==> src/hdl/tcw_pkg.sv <==
// Package with shared constants, codes and control types of the text console writer.
`timescale 1ns / 1ps

package tcw_pkg;

    // Screen geometry.
    localparam int COLUMNS = 80;
    localparam int ROWS    = 25;
    localparam int CELLS   = COLUMNS * ROWS;

    // Internal widths that follow from the geometry.
    localparam int COL_W  = $clog2(COLUMNS);
    localparam int ROW_W  = $clog2(ROWS);
    localparam int ADDR_W = $clog2(CELLS);

    // Fixed field widths of the channels.
    localparam int KIND_W    = 2;
    localparam int CHAR_W    = 8;
    localparam int IN_ROW_W  = 5;
    localparam int IN_COL_W  = 7;
    localparam int POS_OUT_W = 11;
    localparam int CELL_W    = 16;
    localparam int COLOR_W   = 8;

    // Item kinds.
    localparam logic [KIND_W-1:0] KIND_PUT   = 2'd0;
    localparam logic [KIND_W-1:0] KIND_READ  = 2'd1;
    localparam logic [KIND_W-1:0] KIND_CLEAR = 2'd2;

    // Character codes.
    localparam logic [CHAR_W-1:0] CH_NEWLINE   = 8'd10;
    localparam logic [CHAR_W-1:0] CH_BACKSPACE = 8'd8;
    localparam logic [CHAR_W-1:0] CH_BLANK     = 8'h20;

    // Attribute after reset.
    localparam logic [COLOR_W-1:0] RESET_COLOR = 8'h0A;

    // Controller states.
    typedef enum logic [3:0] {
        ST_INIT,
        ST_IDLE,
        ST_EXEC,
        ST_READ_WAIT,
        ST_FILL,
        ST_COPY,
        ST_FLUSH,
        ST_BLANK,
        ST_DONE
    } tcw_state_t;

    // Screen store operations.
    typedef enum logic [2:0] {
        MEM_NONE,
        MEM_PUT,
        MEM_BS,
        MEM_FILL,
        MEM_INIT,
        MEM_COPY_RD,
        MEM_CELL_RD
    } mem_op_t;

    // Cursor updates.
    typedef enum logic [2:0] {
        CUR_NONE,
        CUR_NEXT_COL,
        CUR_NEWLINE,
        CUR_BACK,
        CUR_HOME
    } cur_op_t;

    // Sweep address updates.
    typedef enum logic [1:0] {
        SCAN_HOLD,
        SCAN_ZERO,
        SCAN_BOTTOM,
        SCAN_INC
    } scan_op_t;

    // Commands from the controller to the datapath.
    typedef struct packed {
        logic     capture;
        mem_op_t  mem_op;
        cur_op_t  cur_op;
        scan_op_t scan_op;
        logic     cell_take;
        logic     result_load;
    } tcw_cmd_t;

    // Status from the datapath to the controller.
    typedef struct packed {
        logic [KIND_W-1:0] kind;
        logic              is_newline;
        logic              is_backspace;
        logic              col_zero;
        logic              col_last;
        logic              row_last;
        logic              read_in_range;
        logic              scan_at_copy_end;
        logic              scan_at_end;
        logic              out_free;
        logic              copy_pend;
    } tcw_status_t;

endpackage

==> src/hdl/tcw_controller.sv <==
// Controller state machine that sequences each item of the text console writer.
`timescale 1ns / 1ps

module tcw_controller (
    input  logic                clk,
    input  logic                rst_n,
    input  logic                item_valid,
    input  tcw_pkg::tcw_status_t status,
    output tcw_pkg::tcw_cmd_t   cmd,
    output logic                item_stall
);

    tcw_pkg::tcw_state_t state_reg;
    tcw_pkg::tcw_state_t state_next;

    // State register.
    always_ff @(posedge clk or negedge rst_n)
    begin
        if (!rst_n)
        begin
            state_reg <= tcw_pkg::ST_INIT;
        end
        else
        begin
            state_reg <= state_next;
        end
    end

    // Next state and commands.
    always_comb
    begin
        state_next      = state_reg;
        cmd.capture     = 1'b0;
        cmd.mem_op      = tcw_pkg::MEM_NONE;
        cmd.cur_op      = tcw_pkg::CUR_NONE;
        cmd.scan_op     = tcw_pkg::SCAN_HOLD;
        cmd.cell_take   = 1'b0;
        cmd.result_load = 1'b0;
        item_stall      = 1'b1;

        case (state_reg)
            tcw_pkg::ST_INIT:
            begin
                // Blank the whole screen once after reset.
                cmd.mem_op  = tcw_pkg::MEM_INIT;
                cmd.scan_op = tcw_pkg::SCAN_INC;
                if (status.scan_at_end)
                begin
                    cmd.scan_op = tcw_pkg::SCAN_ZERO;
                    state_next  = tcw_pkg::ST_IDLE;
                end
            end

            tcw_pkg::ST_IDLE:
            begin
                item_stall = 1'b0;
                if (item_valid)
                begin
                    cmd.capture = 1'b1;
                    cmd.scan_op = tcw_pkg::SCAN_ZERO;
                    state_next  = tcw_pkg::ST_EXEC;
                end
            end

            tcw_pkg::ST_EXEC:
            begin
                state_next = tcw_pkg::ST_DONE;
                case (status.kind)
                    tcw_pkg::KIND_PUT:
                    begin
                        if (status.is_newline)
                        begin
                            cmd.cur_op = tcw_pkg::CUR_NEWLINE;
                            if (status.row_last)
                            begin
                                state_next = tcw_pkg::ST_COPY;
                            end
                        end
                        else if (status.is_backspace)
                        begin
                            if (!status.col_zero)
                            begin
                                cmd.mem_op = tcw_pkg::MEM_BS;
                                cmd.cur_op = tcw_pkg::CUR_BACK;
                            end
                        end
                        else
                        begin
                            cmd.mem_op = tcw_pkg::MEM_PUT;
                            if (status.col_last)
                            begin
                                cmd.cur_op = tcw_pkg::CUR_NEWLINE;
                                if (status.row_last)
                                begin
                                    state_next = tcw_pkg::ST_COPY;
                                end
                            end
                            else
                            begin
                                cmd.cur_op = tcw_pkg::CUR_NEXT_COL;
                            end
                        end
                    end

                    tcw_pkg::KIND_READ:
                    begin
                        if (status.read_in_range)
                        begin
                            cmd.mem_op = tcw_pkg::MEM_CELL_RD;
                            state_next = tcw_pkg::ST_READ_WAIT;
                        end
                    end

                    tcw_pkg::KIND_CLEAR:
                    begin
                        state_next = tcw_pkg::ST_FILL;
                    end

                    default:
                    begin
                        state_next = tcw_pkg::ST_DONE;
                    end
                endcase
            end

            tcw_pkg::ST_READ_WAIT:
            begin
                cmd.cell_take = 1'b1;
                state_next    = tcw_pkg::ST_DONE;
            end

            tcw_pkg::ST_FILL:
            begin
                cmd.mem_op  = tcw_pkg::MEM_FILL;
                cmd.scan_op = tcw_pkg::SCAN_INC;
                if (status.scan_at_end)
                begin
                    cmd.cur_op = tcw_pkg::CUR_HOME;
                    state_next = tcw_pkg::ST_DONE;
                end
            end

            tcw_pkg::ST_COPY:
            begin
                // Each cell moves up one row: read below, write in the following cycle.
                cmd.mem_op  = tcw_pkg::MEM_COPY_RD;
                cmd.scan_op = tcw_pkg::SCAN_INC;
                if (status.scan_at_copy_end)
                begin
                    state_next = tcw_pkg::ST_FLUSH;
                end
            end

            tcw_pkg::ST_FLUSH:
            begin
                // The last pending copy write lands in this cycle.
                cmd.scan_op = tcw_pkg::SCAN_BOTTOM;
                state_next  = tcw_pkg::ST_BLANK;
            end

            tcw_pkg::ST_BLANK:
            begin
                cmd.mem_op  = tcw_pkg::MEM_FILL;
                cmd.scan_op = tcw_pkg::SCAN_INC;
                if (status.scan_at_end)
                begin
                    state_next = tcw_pkg::ST_DONE;
                end
            end

            tcw_pkg::ST_DONE:
            begin
                if (status.out_free)
                begin
                    cmd.result_load = 1'b1;
                    state_next      = tcw_pkg::ST_IDLE;
                end
            end

            default:
            begin
                state_next = tcw_pkg::ST_INIT;
            end
        endcase
    end

endmodule

==> config.mk <==
export PLATFORM = sky130hd
export DESIGN_NAME = tcw_controller
export DESIGN_NICKNAME = d
export VERILOG_FILES = /design/src/hdl/tcw_pkg.sv /design/src/hdl/tcw_controller.sv
export SDC_FILE = /design/constraint.sdc
export NUM_CORES = 1
export LEC_CHECK = 0
export ABC_AREA = 0
export ABC_CLOCK_PERIOD_IN_PS = 2200
export BUFFER_PORTS_ARGS = -buffer_cell sky130_fd_sc_hd__buf_2
export CAP_MARGIN = 20
export CORE_AREA = 2 2 39 41
export DETAILED_ROUTE_END_ITERATION = 7
export DIE_AREA = 0 0 41 43
export MAX_ROUTING_LAYER = met4
export PLACE_DENSITY = 0.74
export SLEW_MARGIN = 15
export SYNTH_ARGS = -nofsm -noshare
export SYNTH_HDL_FRONTEND = slang
export SYNTH_SLANG_ARGS = --single-unit
==> constraint.sdc <==
create_clock -name clk -period 2.2 [get_ports clk]
set_clock_uncertainty 0.2 [all_clocks]
set_input_delay 0.11 -clock clk [delete_from_list [all_inputs] [get_ports clk]]
set_output_delay 0.11 -clock clk [all_outputs]
set_load 0.005 [all_outputs]
==> results.md, run 1 <==
* Cell area after synthesis at around 500 µm²
* Layout area overhead at 47.15%
* Yosys cell types at 30
* Die W at 41 µm
* Most common cell after layout, fill and taps aside: buf_2
* Iter 0 DRT Violations at 17
* Sequential group share of total power at between 10% and 20%
* Global-route wire length before repair at 2201 µm
* Reg clk slew, reported paths at ~0.040 ns
* Global-route usage over all layers at 18.96%
* Portion of netlist area occupied by mux cells at 0%
* Routed wire length at 1440 µm
* Combinational power share at 73.5%
* Post-place setup slack at 0.2290 ns
* Cell family with most CP delay: simple AND/OR/NAND/NOR gates
* Achievable clock frequency at 472.0 MHz
* Fraction of the yosys area taken by sequential cells at 19.85%
* Flip-flop count of the largest register after layout at 4
* TritonCTS Sinks at 4
* Area taken by multi-input logic gates at 401.6 µm²
* Total area of sequential cells at around 100 µm²
* GR Layer Usage met2 at 28.44%
* Total number of H-tree levels at 1
* RSZ-0062 raised after global routing: false
* Post-Route Setup TNS at 0 ns
* Via-per-instance ratio at 5.500
* Final worst-path cycle share at 96.29%
* Worst Min Path Start: status[1]
* Die Ht at roughly 43 µm
* GR Util met1 at between 20 and 25%
* DR WL/cell at 12.20 µm
* Master cell of the clock root buffer: clkbuf_4
* Initial Utilization at 36.44%
* Cells after synthesis at a little over 70
* Final net count at 119
* Final Worst Setup Slack at roughly 0.082 ns
* Drc violations at 0
* Detailed placer's ending HPWL at 1087 µm
* Async set-or-reset flop fraction in the synthesized netlist at 100.0%
* Critical path type: reg2out
* Element type at the critical path end: output pin
* Area share of and/or/nand/nor cells after synthesis at 34.49%
* Reported net switching power at 0.3596 mW
* Delay of the slowest critical-path stage at 0.56 ns
* Average footprint of a synthesized cell at 7.102 µm²
* Boundary Pins at 27
* Number of buffers created by CTS at 3
* Die area at 1763 µm²
* Clock Tree Buf Depth at 2
* Vias in the first global route at 597
* Utilization after layout at 53.62%
* Critical path's slowest cell: or4b_4
* Layer with the highest usage after global routing: met2
* Total via count after detailed routing at 649
* Post-synthesis adder-cell area fraction at 0%
* Outcome: finished clean
* Number of buffers added on ports at 25
* Highest-count cells in the layout ignoring fill and taps: 25 x buf_2, 13 x nor2_1, 5 x a21oi_1, 5 x nand2_1, 5 x buf_4
* Diode count at 0
* Number of hold violations in the final report at 0
* Std-Cell Rows at 14
* Total power draw at 0.8006 mW
* Leakage at 0.3643 nW
* Detailed Routing Iterations Pass 1 at 4
* Setup crit start: state_reg[0]
* Pin count of the biggest net entering global routing at 16
* Net Sw Frac at roughly 45%
* Fraction of power consumed by the clock network at 11.0%
* Placer's final routability congestion estimate at 0.8469
* Largest family of logic cells by synthesized area: compound AO/OA/AOI/OAI gates
* TritonCTS clock tree: done
* Maximum vdd drop at between 0.0006 and 0.0007 V
* Met3 Track Usage GR at 3.665%
* Max Cap Viol at 0
* Relative max-transition margin at ~76%
* Tmin final at 2.118 ns
* Largest driver fanout on the critical path at 4
* Number of max-slew violations in the final report at 0
* Initial antenna violation count at 0
* Final-layout fill cell count at 150
* Post-synthesis xor/xnor area fraction at 0%
* Required time of the critical path at 1.89 ns
* Class of the most critical hold timing path: in2reg
* Final setup vio count at 0
* Number of warning messages in the yosys log at 0
* Critical path startpoint category: register
* Post-Syn Nets at 86
* Internal power of the cells at 0.4410 mW
* Synth Area in Compound Gates at 39.45%
* Std-Cell Core Area at 1384 µm²
* Worst Path Arrival at 1.81 ns
* Remaining antenna violation count after routing at 0
* Synth Flop Type: dfrtp_1
* Gr ovfl total at 0
* Number of flops mapped to enable cells by yosys at 0
* Pwr per Cell Area at 1079 nW/µm²
* Crit Reg-Reg Startpoint: state_reg[0]
* Count of buffers added by post-CTS timing repair for setup at 0
* CP cell instances: nand2b_4 > or4b_4 > a2111oi_4 > buf_2
* Total buffers and inverters traversed by the critical path at 1
* Seq cells post-synth at 4
* Slew @ Worst Pin at 0.3561 ns
* Worst-Skew Late Latency at 0.23 ns
* Ratio of cells with drive above 1 in the final layout at around two fifths
worst reg2reg max path, stage by stage (launching register included):
cell and delay [ns]:
dfrtp_1 0.37, nand2b_4 0.16, or4b_4 0.56, o221ai_2 0.22, nor2b_1 0.16, o32a_1 0.15
power by group through the flow:
stage                     clock (mW)  sequential, mW  combinational [mW]
after floorplan                    0           0.125               0.365
after global placement             0           0.115               0.554
after detailed placement           0           0.116               0.567
after CTS                     0.0951           0.115               0.574
after global routing          0.0993           0.127               0.659
final                         0.0878           0.124               0.589
through the flow:
step	instances	area, µm²	hold slack (ns)
finish	118	742.0	0.03297
global route	118	742.0	0.04152
CTS	118	719.4	0.02242
detailed placement	113	670.6	-0.2858
global placement	113	670.6	-0.2864
floorplan	71	504.2	-0.3856
synth_stat cells (3+ instances only):
cell	number	share of area [%]
nand2_1	5	3.7
a21oi_1	5	5.0
clkbuf_1	3	2.2
dfrtp_1	4	20
a22oi_1	3	4.5
inv_1	4	3.0
nor2_1	14	10
nor2b_1	3	3.7
metal layers:
layer  up-vias  part of all wire [%]
met5         -                     0
met4         0                     0
met2        21                    53
li1        332                     -
met3         0                   5.8
met1       296                    41
cell type report:
class                      count  area share [%]
timing repair buffer          32           24.62
tap                           16           2.698
sequential                     4           13.49
inverter                       4           2.024
multi-input combinational     59           54.13
clock buffer                   3           3.035
repair_timing:
| action | CTS | global route |
|---|---|---|
| gates resized for setup | 2 | 3 |
| hold endpoints to repair | 4 | 0 |
| endpoints found under the setup margin | 1 | 3 |
| hold buffers | 2 | 0 |
worst paths after layout:
| kind | to | slack [ns] | cells past startpoint |
|---|---|---|---|
| min | state_reg[3] | 0.03 | 3 |
| max | cmd[4] | 0.08 | 4 |
| max reg2reg | state_reg[0] | 0.31 | 5 |
| min in group asynchronous | state_reg[3] | 0.56 | 3 |
| min reg2reg | state_reg[1] | 0.46 | 2 |
| max in group asynchronous | state_reg[1] | 1.09 | 3 |
cells by family after synthesis:
family | after synthesis
flip-flops | 4
buffers and inverters | 8
AO/OA/AOI/OAI | 26
AND/OR/NAND/NOR | 33
Note: power is estimated with default switching activity, not from simulation.
==> run 2, diff against run 1 <==
--- a/config.mk
+++ b/config.mk
@@ -13,7 +13,7 @@
 export DETAILED_ROUTE_END_ITERATION = 7
 export DIE_AREA = 0 0 41 43
 export MAX_ROUTING_LAYER = met4
-export PLACE_DENSITY = 0.74
+export PLACE_DENSITY = 0.77
 export SLEW_MARGIN = 15
 export SYNTH_ARGS = -nofsm -noshare
 export SYNTH_HDL_FRONTEND = slang
==> results.md, run 2 (same netlist as run 1, synthesis figures left out) <==
* Relative max-transition margin at 75.43%
* Iter 0 DRT Violations at 10
* Element type at the critical path end: output pin
* Detailed Routing Iterations Pass 1 at 4
* Number of buffers created by CTS at 3
* Class of the most critical hold timing path: in2reg
* Area taken by multi-input logic gates at 401.6 µm²
* TritonCTS clock tree: done
* Ratio of cells with drive above 1 in the final layout at approximately 40%
* Final-layout fill cell count at 133
* Routed wl met2 at 790 µm
* Number of buffers added on ports at 25
* Worst Path Arrival at around 1.8 ns
* Remaining antenna violation count after routing at 0
* Die Ht at 43 µm
* Worst hold slack across all endpoints at 0.02101 ns
* Drc violations at 0
* Max Cap Viol at 0
* Required time of the critical path at roughly 1.9 ns
* Worst-Skew Late Latency at approximately 0.23 ns
* Std-Cell Core Area at around 1400 µm²
* Slew @ Worst Pin at 0.3592 ns
* Reg clk slew, reported paths at 0.04 ns
* Diode count at 0
* Die W at 41 µm
* Final Worst Setup Slack at 0.1014 ns
* Global-route usage over all layers at 18.22%
* Utilization after layout at 54.16%
* Achievable clock frequency at 476.5 MHz
* Total number of H-tree levels at 1
* Vias in the first global route at between 500 and 600
* Gr ovfl total at 0
* Via-per-instance ratio at about 5.5
* Placer's final routability congestion estimate at 0.8370
* Final net count at 120
* Pin count of the biggest net entering global routing at 16
* Clock Tree Buf Depth at 2
* Outcome: finished clean
* Std-Cell Rows at 14
* TritonCTS Sinks at 4
* Total via count after detailed routing at 660
* Tmin final at about 2.1 ns
* Detailed placer's ending HPWL at approximately 1100 µm
* Boundary Pins at 27
* Initial antenna violation count at 0
* Number of hold violations in the final report at 0
* Pwr per Cell Area at 1069 nW/µm²
* Most common cell after layout, fill and taps aside: buf_2
* Critical path type: reg2out
* Final setup vio count at 0
* Number of max-slew violations in the final report at 0
* Initial Utilization at between 30% and 40%
* RSZ-0062 raised after global routing: false
* Routed wire length at 1495 µm
* DR WL/cell at 12.56 µm
* Master cell of the clock root buffer: clkbuf_4
* Leakage at 0.3685 nW
* Largest driver fanout on the critical path at 4
* Wire length on met1 at 582 µm
* Maximum vdd drop at 0.0005418 V
* Post-place setup slack at 0.2270 ns
* Total area of sequential cells at 100.1 µm²
* Critical path startpoint category: register
* Uppermost layer routed: met4
* Die area at 1763 µm²
* Instance count along the most critical hold path at 3
* Flip-flop count of the largest register after layout at 4
* Post-Route Setup TNS at 0 ns
* Layout area overhead at 48.64%
* Final worst-path cycle share at 95.39%
* Cell count of the worst reg-to-reg path at 6
* Global-route wire length before repair at about 2100 µm
* Length of routed met3 wiring at 104 µm
* Highest-count cells in the layout ignoring fill and taps: 25 x buf_2, 13 x nor2_1, 6 x buf_4
run 2: area by class of cell:
| class | count | area share (%) |
|---|---|---|
| inverter | 4 | 2.003 |
| sequential | 4 | 13.36 |
| clock buffer | 3 | 3.005 |
| timing repair buffer | 33 | 25.38 |
| multi-input combinational | 59 | 53.59 |
| tap | 16 | 2.671 |
run 2: where the power goes:
part | switching (mW) | leakage [nW] | internal (mW)
combinational | 0.309 | 0.303 | 0.279
clock | 0.0268 | 0.0138 | 0.0608
sequential | 0.0224 | 0.0513 | 0.104
total | 0.358 | 0.369 | 0.443
run 2: worst paths after layout:
check | from | to | slack [ns]
max in group asynchronous | rst_n | state_reg[3] | 1.08
hold / removal | status[1] | state_reg[3] | 0.02
hold reg to reg | state_reg[3] | state_reg[1] | 0.47
setup / recovery | state_reg[0] | cmd[4] | 0.10
min in group asynchronous | rst_n | state_reg[0] | 0.57
setup reg to reg | state_reg[0] | state_reg[0] | 0.22
run 2: metal layers:
| layer | up-vias | global-route usage, % |
|---|---|---|
| met1 | 296 | 19.67 |
| li1 | 330 | - |
| met2 | 32 | 30.63 |
| met5 | - | - |
| met4 | 0 | 8.000 |
| met3 | 2 | 3.141 |
run 2: repair_timing:
item	CTS	global route
setup buffers	0	1
endpoints found under the hold margin	4	0
gates resized for setup	2	3
gates cloned	0	0
hold buffers	2	0
pin swaps	0	1
endpoints found under the setup margin	1	3
run 2: worst max-delay path, cell delays in order, from the launching register on:
cell and delay [ns]:
dfrtp_1 0.38, nand2b_4 0.16, or4b_4 0.53, a2111oi_4 0.33, buf_2 0.16
run 2: metrics by stage:
stage	power (mW)	instance area, µm²	instances
finish	0.8011	749.5	119
global route	0.8788	749.5	119
CTS	0.7770	719.4	118
detailed placement	0.6782	670.6	113
global placement	0.6675	670.6	113
floorplan	0.4894	504.2	71
==> run 3, diff against run 2 <==
--- a/config.mk
+++ b/config.mk
@@ -14,6 +14,7 @@
 export DIE_AREA = 0 0 41 43
 export MAX_ROUTING_LAYER = met4
 export PLACE_DENSITY = 0.77
+export SETUP_SLACK_MARGIN = 0.4
 export SLEW_MARGIN = 15
 export SYNTH_ARGS = -nofsm -noshare
 export SYNTH_HDL_FRONTEND = slang
==> results.md, run 3 (same netlist as run 1, synthesis figures left out) <==
* Flip-flop count of the largest register after layout at 4
* Final worst-path cycle share at 91.64%
* Vias in the first global route at 620
* Worst Path Arrival at 1.98 ns
* Leakage at between 0.4 and 0.5 nW
* Achievable clock frequency at 496.0 MHz
* Pin count of the biggest net entering global routing at 16
* Total via count after detailed routing at between 700 and 800
* Relative max-transition margin at between 70 and 80%
* Remaining antenna violation count after routing at 0
* Maximum vdd drop at 0.0006493 V
* Pwr per Cell Area at 1166 nW/µm²
* Global-route wire length before repair at 2415 µm
* Total power draw at 1.058 mW
* Die Ht at 43 µm
* Element type at the critical path end: register
* Outcome: finished clean
* Placer's final routability congestion estimate at roughly 0.87
* Via-per-instance ratio at 5.880
* Max Cap Viol at 0
* Number of hold violations in the final report at 0
* Tmin final at 2.016 ns
* Number of buffers created by CTS at 3
* Diode count at 0
* Most common cell after layout, fill and taps aside: buf_2
* Master cell of the clock root buffer: clkbuf_4
* Final Worst Setup Slack at around 0.18 ns
* TritonCTS Sinks at 4
* Initial antenna violation count at 0
* Global-route usage over all layers at between 10% and 20%
* Slew @ Worst Pin at 0.3611 ns
* Initial Utilization at 36.44%
* Number of standard cells in the final layout excluding fillers at 125
* Worst hold slack across all endpoints at 0.04852 ns
* Routed wire length at 1920 µm
* Std-Cell Rows at 14
* DR WL/cell at 15.36 µm
* Std-Cell Core Area at ~1400 µm²
* Worst-Skew Late Latency at 0.23 ns
* Drc violations at 0
* Reg clk slew, reported paths at 0.04 ns
* Final net count at 126
* Iter 0 DRT Violations at 28
* Detailed Routing Iterations Pass 1 at 4
* Post-place setup slack at 0.2521 ns
* Largest driver fanout on the critical path at 4
* TritonCTS clock tree: done
* Critical path type: reg2reg
* Critical path startpoint category: register
* Post-placement cell count at 113
* Highest-count cells in the layout ignoring fill and taps: 25 x buf_2, 10 x nor2_1, 9 x buf_4
* RSZ-0062 raised after global routing: true
* Die area at 1763 µm²
* Ratio of cells with drive above 1 in the final layout at a little over half
* Clock Tree Buf Depth at 2
* Final setup vio count at 0
* Number of buffers added on ports at 25
* Class of the most critical hold timing path: in2reg
* Required time of the critical path at 2.17 ns
* Gr ovfl total at 0
* Detailed placer's ending HPWL at 1076 µm
* Layout area overhead at 79.90%
* Boundary Pins at 27
* Number of max-slew violations in the final report at 0
* Post-Route Setup TNS at 0 ns
* Die W at just over 40 µm
* Total number of H-tree levels at 1
==> run 3: cell types whose count changed in the layout (fill, tap and decap cells not counted), moves of 2 or more <==
cell and change:
buf_4 +3, nor2_1 -3, nor2_4 +2, nor2b_1 -2
nor2b_4 +2, o32ai_1 -2, o32ai_2 +2
==> run 3: cell type report <==
cell class	count	area (µm²)
Clock buffer	3	22.52
Fill cell	119	476.7
Inverter	4	15.01
Multi-Input combinational cell	59	485.5
Sequential cell	4	100.1
Tap cell	16	20.02
Timing Repair Buffer	39	264.0
==> run 3: routing by layer <==
metal	wire (µm)	track usage, %	part of all wire [%]	vias up
li1	-	-	-	342
met1	680	21.82	35	353
met2	1090	34.38	57	38
met3	124	0.5236	6.5	2
met4	25	9.333	1.3	0
met5	0	-	0	-
==> run 3: worst max-delay path, cell delays in order, from the launching register on <==
cell and delay [ns]:
dfrtp_1 0.38, nor2_2 0.16, or4b_4 0.54, buf_4 0.17, o221ai_4 0.19, nor2b_4 0.18, o32a_1 0.14
==> run 3: through the flow <==
stage	utilization [%]	instance area [µm²]
final	65.55	907.1
after global routing	65.55	907.1
after CTS	55.97	774.5
after detailed placement	48.55	671.9
after global placement	48.55	671.9
after floorplan	-	505.5
==> run 3: where the power goes <==
part,switching [mW],internal [mW],total [mW]
clock network,0.0280,0.0609,0.0889
registers,0.0222,0.103,0.126
logic,0.425,0.418,0.844
total,0.475,0.583,1.06
==> run 3: what timing repair did <==
action / in CTS / in global routing
gates cloned: 0 / 1
endpoints found under the setup margin: 5 / 11
hold buffers: 2 / 0
endpoints found under the hold margin: 4 / 0
pin swaps: 5 / 4
resized for setup: 8 / 18
buffers inserted: 3 / 3
==> run 3: worst paths after layout <==
kind | from | end | slack (ns) | depth (start not counted)
max | state_reg[2] | state_reg[0] | 0.18 | 6
min in group asynchronous | rst_n | state_reg[0] | 0.57 | 3
min | status[1] | state_reg[3] | 0.05 | 3
max reg2reg | state_reg[2] | state_reg[0] | 0.18 | 6
max in group asynchronous | rst_n | state_reg[2] | 1.06 | 3
min reg2reg | state_reg[3] | state_reg[1] | 0.50 | 2
